### src/rtl/bcc_fcd_pkg.sv
// Shared constants for the framed command deframer: frame geometry,
// marker bytes, parse phase codes, status and mode codes. No dependencies.
`default_nettype none

package bcc_fcd_pkg;

  // Frame length in bytes, counting header, check byte and tail (19 to 64).
  localparam int FRAME_LEN = 32;
  localparam int POS_W     = 6;

  localparam logic [POS_W-1:0] POS_LAST_PAYLOAD = POS_W'(FRAME_LEN - 3);
  localparam logic [POS_W-1:0] POS_CHECK        = POS_W'(FRAME_LEN - 2);

  localparam logic [7:0] HDR_BYTE  = 8'hFF;
  localparam logic [7:0] TAIL_BYTE = 8'h0D;

  localparam logic [7:0] MODE_BYTE_AUTO   = 8'h2A;
  localparam logic [7:0] MODE_BYTE_SCOUT  = 8'h3A;
  localparam logic [7:0] MODE_BYTE_REMOTE = 8'h4A;

  typedef logic [1:0] mode_t;
  localparam mode_t MODE_AUTO   = 2'd0;
  localparam mode_t MODE_SCOUT  = 2'd1;
  localparam mode_t MODE_REMOTE = 2'd2;
  localparam mode_t MODE_NONE   = 2'd3;

  typedef logic [1:0] status_t;
  localparam status_t ST_OK       = 2'd0;
  localparam status_t ST_NO_TAIL  = 2'd1;
  localparam status_t ST_BAD_XOR  = 2'd2;

  typedef logic [1:0] phase_t;
  localparam phase_t PH_HUNT    = 2'd0;
  localparam phase_t PH_COLLECT = 2'd1;
  localparam phase_t PH_DONE    = 2'd2;

  function automatic mode_t decode_mode(input logic [7:0] b);
    mode_t m;
    unique case (b)
      MODE_BYTE_AUTO:   m = MODE_AUTO;
      MODE_BYTE_SCOUT:  m = MODE_SCOUT;
      MODE_BYTE_REMOTE: m = MODE_REMOTE;
      default:          m = MODE_NONE;
    endcase
    return m;
  endfunction

endpackage

`default_nettype wire

### src/rtl/bcc_framed_command_deframer_unit.sv
// Framed command deframer, top level. Parses one command frame per burst
// from a byte stream. Depends on bcc_fcd_pkg.
//
// Usage: one received byte is taken per item, and an item can be taken in
// every clock cycle. in_burst_start marks the first byte of a receive burst;
// the block then hunts for the 0xFF header, collects a frame of FRAME_LEN
// bytes (header, payload, check byte, 0x0D tail) and produces exactly one
// result item on the tail byte. Bytes after that frame, and bursts without a
// header, produce nothing. The result carries a status (accepted, tail
// missing, check mismatch) and the held command fields; only an accepted
// frame updates them. The result appears in the output register in the cycle
// after its tail byte is taken. While a result waits, further bytes are still
// taken; only a tail byte that would produce a second result is held off
// until the waiting result is taken, so in_ready drops for that byte alone.
`default_nettype none

module bcc_framed_command_deframer_unit (
  input  wire                     clk,
  input  wire                     rst_n,
  input  wire                     in_valid,
  output logic                    in_ready,
  input  wire  [7:0]              in_rx_byte,
  input  wire                     in_burst_start,
  output logic                    out_valid,
  input  wire                     out_ready,
  output bcc_fcd_pkg::status_t    out_frame_status,
  output logic [31:0]             out_command_id,
  output bcc_fcd_pkg::mode_t      out_command_mode,
  output logic [7:0]              out_shoot_flag,
  output logic [31:0]             out_yaw_bits,
  output logic [31:0]             out_pitch_bits,
  output logic [7:0]              out_enemy_number
);
  import bcc_fcd_pkg::*;

  // Parser state.
  phase_t           phase_r, phase_nxt;
  logic [POS_W-1:0] pos_r, pos_nxt;
  logic [7:0]       xor_r, xor_nxt;
  logic [7:0]       check_r, check_nxt;

  // Fields gathered from the frame in progress.
  logic [31:0] stg_id_r, stg_id_nxt;
  mode_t       stg_mode_r, stg_mode_nxt;
  logic [7:0]  stg_shoot_r, stg_shoot_nxt;
  logic [31:0] stg_yaw_r, stg_yaw_nxt;
  logic [31:0] stg_pitch_r, stg_pitch_nxt;
  logic [7:0]  stg_enemy_r, stg_enemy_nxt;

  // Held command, driven straight onto the result fields. It can only change
  // when a result is loaded, so it stays put while a result waits.
  logic [31:0] held_id_r, held_id_nxt;
  mode_t       held_mode_r, held_mode_nxt;
  logic [7:0]  held_shoot_r, held_shoot_nxt;
  logic [31:0] held_yaw_r, held_yaw_nxt;
  logic [31:0] held_pitch_r, held_pitch_nxt;
  logic [7:0]  held_enemy_r, held_enemy_nxt;

  // Result register.
  logic    out_valid_r, out_valid_nxt;
  status_t status_r, status_nxt;

  phase_t     phase_eff;
  logic       at_tail;
  logic       accept;
  logic       out_free;
  logic [1:0] lane;

  // A burst start rearms hunting and the same byte is examined for a header.
  assign phase_eff = in_burst_start ? PH_HUNT : phase_r;
  assign at_tail   = (phase_eff == PH_COLLECT) && (pos_r > POS_CHECK);
  assign out_free  = !out_valid_r || out_ready;
  assign in_ready  = out_free || !at_tail;
  assign accept    = in_valid && in_ready;

  always_comb begin
    phase_nxt      = phase_r;
    pos_nxt        = pos_r;
    xor_nxt        = xor_r;
    check_nxt      = check_r;
    stg_id_nxt     = stg_id_r;
    stg_mode_nxt   = stg_mode_r;
    stg_shoot_nxt  = stg_shoot_r;
    stg_yaw_nxt    = stg_yaw_r;
    stg_pitch_nxt  = stg_pitch_r;
    stg_enemy_nxt  = stg_enemy_r;
    held_id_nxt    = held_id_r;
    held_mode_nxt  = held_mode_r;
    held_shoot_nxt = held_shoot_r;
    held_yaw_nxt   = held_yaw_r;
    held_pitch_nxt = held_pitch_r;
    held_enemy_nxt = held_enemy_r;
    status_nxt     = status_r;
    out_valid_nxt  = out_valid_r && !out_ready;
    lane           = 2'd0;

    if (accept) begin
      phase_nxt = phase_eff;
      unique case (phase_eff)
        PH_HUNT: begin
          if (in_rx_byte == HDR_BYTE) begin
            phase_nxt = PH_COLLECT;
            pos_nxt   = POS_W'(1);
            xor_nxt   = 8'h00;
          end
        end
        PH_COLLECT: begin
          if (pos_r <= POS_LAST_PAYLOAD) begin
            // Payload byte: fold into the check and stage the command field.
            xor_nxt = xor_r ^ in_rx_byte;
            if (pos_r >= POS_W'(1) && pos_r <= POS_W'(4)) begin
              lane = 2'(pos_r - POS_W'(1));
              stg_id_nxt[{lane, 3'b000} +: 8] = in_rx_byte;
            end else if (pos_r == POS_W'(5)) begin
              stg_mode_nxt = decode_mode(in_rx_byte);
            end else if (pos_r == POS_W'(6)) begin
              stg_shoot_nxt = in_rx_byte;
            end else if (pos_r >= POS_W'(7) && pos_r <= POS_W'(10)) begin
              lane = 2'(pos_r - POS_W'(7));
              stg_yaw_nxt[{lane, 3'b000} +: 8] = in_rx_byte;
            end else if (pos_r >= POS_W'(11) && pos_r <= POS_W'(14)) begin
              lane = 2'(pos_r - POS_W'(11));
              stg_pitch_nxt[{lane, 3'b000} +: 8] = in_rx_byte;
            end else if (pos_r == POS_W'(16)) begin
              stg_enemy_nxt = in_rx_byte;
            end
            pos_nxt = pos_r + POS_W'(1);
          end else if (pos_r == POS_CHECK) begin
            check_nxt = in_rx_byte;
            pos_nxt   = pos_r + POS_W'(1);
          end else begin
            // Tail byte: the frame is complete and one result is produced.
            // The tail is checked before the payload check.
            if (in_rx_byte != TAIL_BYTE) begin
              status_nxt = ST_NO_TAIL;
            end else if (xor_r != check_r) begin
              status_nxt = ST_BAD_XOR;
            end else begin
              status_nxt     = ST_OK;
              held_id_nxt    = stg_id_r;
              held_mode_nxt  = stg_mode_r;
              held_shoot_nxt = stg_shoot_r;
              held_yaw_nxt   = stg_yaw_r;
              held_pitch_nxt = stg_pitch_r;
              held_enemy_nxt = stg_enemy_r;
            end
            out_valid_nxt = 1'b1;
            phase_nxt     = PH_DONE;
            pos_nxt       = '0;
          end
        end
        default: begin
          // Done: bytes are ignored until the next burst start.
        end
      endcase
    end
  end

  always_ff @(posedge clk) begin
    if (!rst_n) begin
      phase_r      <= PH_DONE;
      pos_r        <= '0;
      xor_r        <= 8'h00;
      check_r      <= 8'h00;
      stg_id_r     <= '0;
      stg_mode_r   <= MODE_NONE;
      stg_shoot_r  <= '0;
      stg_yaw_r    <= '0;
      stg_pitch_r  <= '0;
      stg_enemy_r  <= '0;
      held_id_r    <= '0;
      held_mode_r  <= MODE_NONE;
      held_shoot_r <= '0;
      held_yaw_r   <= '0;
      held_pitch_r <= '0;
      held_enemy_r <= '0;
      out_valid_r  <= 1'b0;
      status_r     <= ST_OK;
    end else begin
      phase_r      <= phase_nxt;
      pos_r        <= pos_nxt;
      xor_r        <= xor_nxt;
      check_r      <= check_nxt;
      stg_id_r     <= stg_id_nxt;
      stg_mode_r   <= stg_mode_nxt;
      stg_shoot_r  <= stg_shoot_nxt;
      stg_yaw_r    <= stg_yaw_nxt;
      stg_pitch_r  <= stg_pitch_nxt;
      stg_enemy_r  <= stg_enemy_nxt;
      held_id_r    <= held_id_nxt;
      held_mode_r  <= held_mode_nxt;
      held_shoot_r <= held_shoot_nxt;
      held_yaw_r   <= held_yaw_nxt;
      held_pitch_r <= held_pitch_nxt;
      held_enemy_r <= held_enemy_nxt;
      out_valid_r  <= out_valid_nxt;
      status_r     <= status_nxt;
    end
  end

  assign out_valid        = out_valid_r;
  assign out_frame_status = status_r;
  assign out_command_id   = held_id_r;
  assign out_command_mode = held_mode_r;
  assign out_shoot_flag   = held_shoot_r;
  assign out_yaw_bits     = held_yaw_r;
  assign out_pitch_bits   = held_pitch_r;
  assign out_enemy_number = held_enemy_r;

endmodule

`default_nettype wire

### config.mk
export PLATFORM = sky130hd
export DESIGN_NAME = bcc_framed_command_deframer_unit
export DESIGN_NICKNAME = d
export VERILOG_FILES = /design/src/rtl/bcc_fcd_pkg.sv /design/src/rtl/bcc_framed_command_deframer_unit.sv
export SDC_FILE = /design/constraint.sdc
export NUM_CORES = 1
export LEC_CHECK = 0
export BUFFER_PORTS_ARGS = -buffer_cell sky130_fd_sc_hd__buf_2
export CORE_AREA = 2 2 156 158
export CTS_BUF_LIST = sky130_fd_sc_hd__clkbuf_4
export CTS_CLUSTER_DIAMETER = 120
export DETAILED_ROUTE_END_ITERATION = 7
export DIE_AREA = 0 0 158 160
export SETUP_SLACK_MARGIN = 0.5
export SYNTH_ARGS = -nofsm -noshare
export SYNTH_HDL_FRONTEND = slang
export SYNTH_SLANG_ARGS = --single-unit
### constraint.sdc
create_clock -name clk -period 4.3 [get_ports clk]
set_clock_uncertainty 0.2 [all_clocks]
set_input_delay 0.86 -clock clk [delete_from_list [all_inputs] [get_ports clk]]
set_output_delay 0.86 -clock clk [all_outputs]
set_load 0.005 [all_outputs]
==> run metrics <==
DIE WIDTH=approximately 160 µm; Clk pin slew, worst setup/hold paths=0.07 ns; Netlist Area Pre-Place=10,400 µm²; Final Setup Violations=0; pin count of the biggest net entering global routing=between 200 and 250; routed wire length=25,000 µm; Area after DPL=11,200 µm²; # hold bufs at CTS=0; LEAKAGE=around 5.6 nW; initial standard-cell utilization of the core=43.7%; first-pass detailed-route iteration total=5; via count of the first global-routing pass=7,781; fmax=287 MHz; clock root cell=clkbuf_4; number of max-slew violations in the final report=0; leading area contributor after synthesis=dfxtp_1; Post-CTS Setup Bufs=0; number of I/O port buffers=130; total number of placement rows=57; worst vdd rail ir drop=0.190 mV; dominant register cell in the synthesized netlist=dfxtp_1; Synth cell types=between 50 and 60; final hold violations=0; # H-tree levels=3; # Max-Cap Violations=0; synth top area cells=dfxtp_1 49%, mux2i_1 19%, nand2_1 11%; global-route usage over all layers=19.8%; minimum clock period after layout=3.49 ns; HPWL after DPL=16,500 µm; cell area after layout=between 10,000 and 15,000 µm²; final net count=1,266; clock tree from TritonCTS=built; main combinational cell family by area after synthesis=simple AND/OR/NAND/NOR gates; Clock Path Buffers=3; setup TNS=0 ns; number of clock buffers inserted by TritonCTS=68; initial antenna violation count=1; final weighted congestion in routability-driven placement=between 0.8 and 0.9; Power per Cell Area=383 nW/µm²; RSZ-0062 raised after global routing=no; total number of vias=8,039; die area=between 20,000 and 30,000 µm²; most used standard cell by instance count after synthesis=nand2_1; Post-Synth Adder-Cell Area=less than 1%; overflow left after global routing=0; final cell count without fillers=about 1,600; post-synthesis instance total=1,115; category of the worst setup path capture point=output port; height of the die=160 µm; core region area=approximately 24,000 µm²; register bit total from synthesis=255; sequential area share after synthesis=49.1%; synthesized net count=1,134; Inst Count DP=1,501; clock tree sinks=255; syn avg cell area=9.33 µm²; share of cells above drive strength 1=21.2%; drc violations=0; count of flip-flops with a built-in enable after synthesis=0; Boundary Pins=131; portion of synthesized cell area occupied by the leading cell type=49.1%; share of synthesized cell area in and, or, nand and nor gates=22.3%; number of warnings issued by yosys=0; arrival time worst endpoint=2.43 ns; xor-xnor portion of the synthesized cell area=0.758%; kind of start point of the critical path=flop; most numerous cell types in the synthesized netlist=299 x nand2_1, 255 x dfxtp_1, 202 x mux2i_1, 45 x clkbuf_1, 42 x or3_1; period utilization=81.1%; mean routed wirelength per cell=between 15 and 20 µm; average vias per placed instance=4.99; synthesis-to-finish area growth=16.3%; asr flop ratio synth=0%; Relative slew margins=33.1%; kind of path behind the tightest hold check=reg2reg; residual antenna-violating net count after detailed routing=0; crit path max fanout=14; class of the most critical setup path=reg2out; global-route wire length before repair=40,300 µm; latest clock arrival within the worst-skew pair=0.67 ns; share of cell area taken by muxes after synthesis=between 10% and 20%; worst path required time=3.24 ns; compound-gate portion of the synthesized area=slightly below 4%; Tightest Pin Transition=1.00 ns; outcome=completed; initial detailed-routing violation count=495
-- sequential cells by signal, indices dropped and copies added, names as in the netlist --
signal            count
out_command_id       32
out_pitch_bits       32
out_yaw_bits         32
stg_id_r             32
stg_pitch_r          32
stg_yaw_r            32
check_r               8
out_enemy_number      8
out_shoot_flag        8
stg_enemy_r           8
stg_shoot_r           8
xor_r                 8
pos_r                 6
out_command_mode      2
out_frame_status      2
phase_r               2
stg_mode_r            2
out_valid             1
-- cells in the final DEF (no fill, tap or decap), types with 2 or more instances in the layout --
| cell type | n |
|---|---|
| clkbuf_4 | 97 |
| a21oi_1 | 41 |
| nand2b_1 | 26 |
| and3_1 | 2 |
| nor3_1 | 5 |
| inv_1 | 11 |
| o311ai_0 | 5 |
| bufinv_16 | 3 |
| nand4_1 | 15 |
| ha_1 | 6 |
| inv_2 | 2 |
| xnor2_1 | 9 |
| nor3b_2 | 2 |
| nor2_1 | 27 |
| o211ai_1 | 4 |
| nand3_1 | 23 |
| clkinv_1 | 6 |
| mux2i_1 | 202 |
| buf_2 | 129 |
| a211oi_1 | 2 |
| or4_1 | 4 |
| nor2b_1 | 5 |
| o21ai_0 | 3 |
| nand2_1 | 299 |
| buf_12 | 3 |
| nor3b_1 | 2 |
| dfxtp_1 | 254 |
| buf_4 | 6 |
| or3b_2 | 3 |
| nand2_2 | 10 |
| nand3b_1 | 2 |
| o21a_1 | 3 |
| or3_1 | 42 |
| and2_1 | 2 |
-- routing by layer --
metal  track usage (%)  share of wire (%)  wire, µm
met5                 0                  0         0
met4              7.82                2.0       498
met3              4.40                5.3      1340
met2              29.5                 43     10900
met1              28.0                 49     12300
-- cell type report --
class | instances | area (µm²)
Fill cell | 2368 | 11700
Sequential cell | 255 | 5110
Multi-Input combinational cell | 771 | 4920
Timing Repair Buffer | 139 | 762
Clock buffer | 97 | 728
Tap cell | 324 | 405
Clock inverter | 12 | 133
Inverter | 12 | 45.0
Antenna cell | 1 | 2.50
-- power breakdown --
part           leakage [nW]  switching, W  internal, W  total [W]
Clock                 0.507      0.000947      0.00121    0.00215
Sequential             2.05    0.00000207      0.00236    0.00237
Combinational          3.01     0.0000918    0.0000231   0.000115
-- final timing paths --
| check | start | endpoint | slack [ns] | depth (start not counted) |
|---|---|---|---|---|
| setup / recovery | pos_r[0]$_SDFFE_PN0P_ | in_ready | 0.81 | 6 |
| hold / removal | stg_yaw_r[27]$_SDFFE_PN0P_ | out_yaw_bits[27]$_SDFFE_PN0P_ | 0.23 | 2 |
| setup reg to reg | pos_r[1]$_SDFFE_PN0P_ | out_yaw_bits[9]$_SDFFE_PN0P_ | 0.91 | 8 |
| hold reg to reg | stg_yaw_r[27]$_SDFFE_PN0P_ | out_yaw_bits[27]$_SDFFE_PN0P_ | 0.23 | 2 |
-- metrics by stage --
step	hold WS, ns	total power (W)	worst slack [ns]	utilization [%]
3_3_place_gp	0.239	0.00253	0.938	47.1
5_1_grt	0.256	0.00484	0.670	50.8
6_report	0.232	0.00463	0.811	50.8
3_5_place_dp	0.246	0.00253	0.848	47.1
4_1_cts	0.234	0.00470	0.642	50.8
2_1_floorplan	0.232	0.00249	1.50	-
-- cells by family (layout without fill, tap and decap cells) --
| family | count (synthesis) | after routing |
|---|---|---|
| other | 0 | 1 |
| muxes | 202 | 202 |
| adders and majority gates | 6 | 6 |
| AOI/OAI and AO/OA | 66 | 66 |
| DFF | 255 | 255 |
| buffers and inverters | 89 | 260 |
| xor gates and xnor gates | 9 | 9 |
| and+or+nand+nor | 488 | 488 |
-- critical path: stages (launching register included) --
cell	delay [ns]
dfxtp_2	0.46
inv_1	0.13
ha_1	0.35
nand4bb_1	0.25
o2bb2ai_2	0.30
nand2_1	0.14
buf_2	0.15
-- repair_timing --
item / CTS / global route
gates resized for setup: 1 / 1
pin swaps: 0 / 0
endpoints found under the setup margin: 1 / 1
Note: power is estimated with default switching activity, not from simulation.
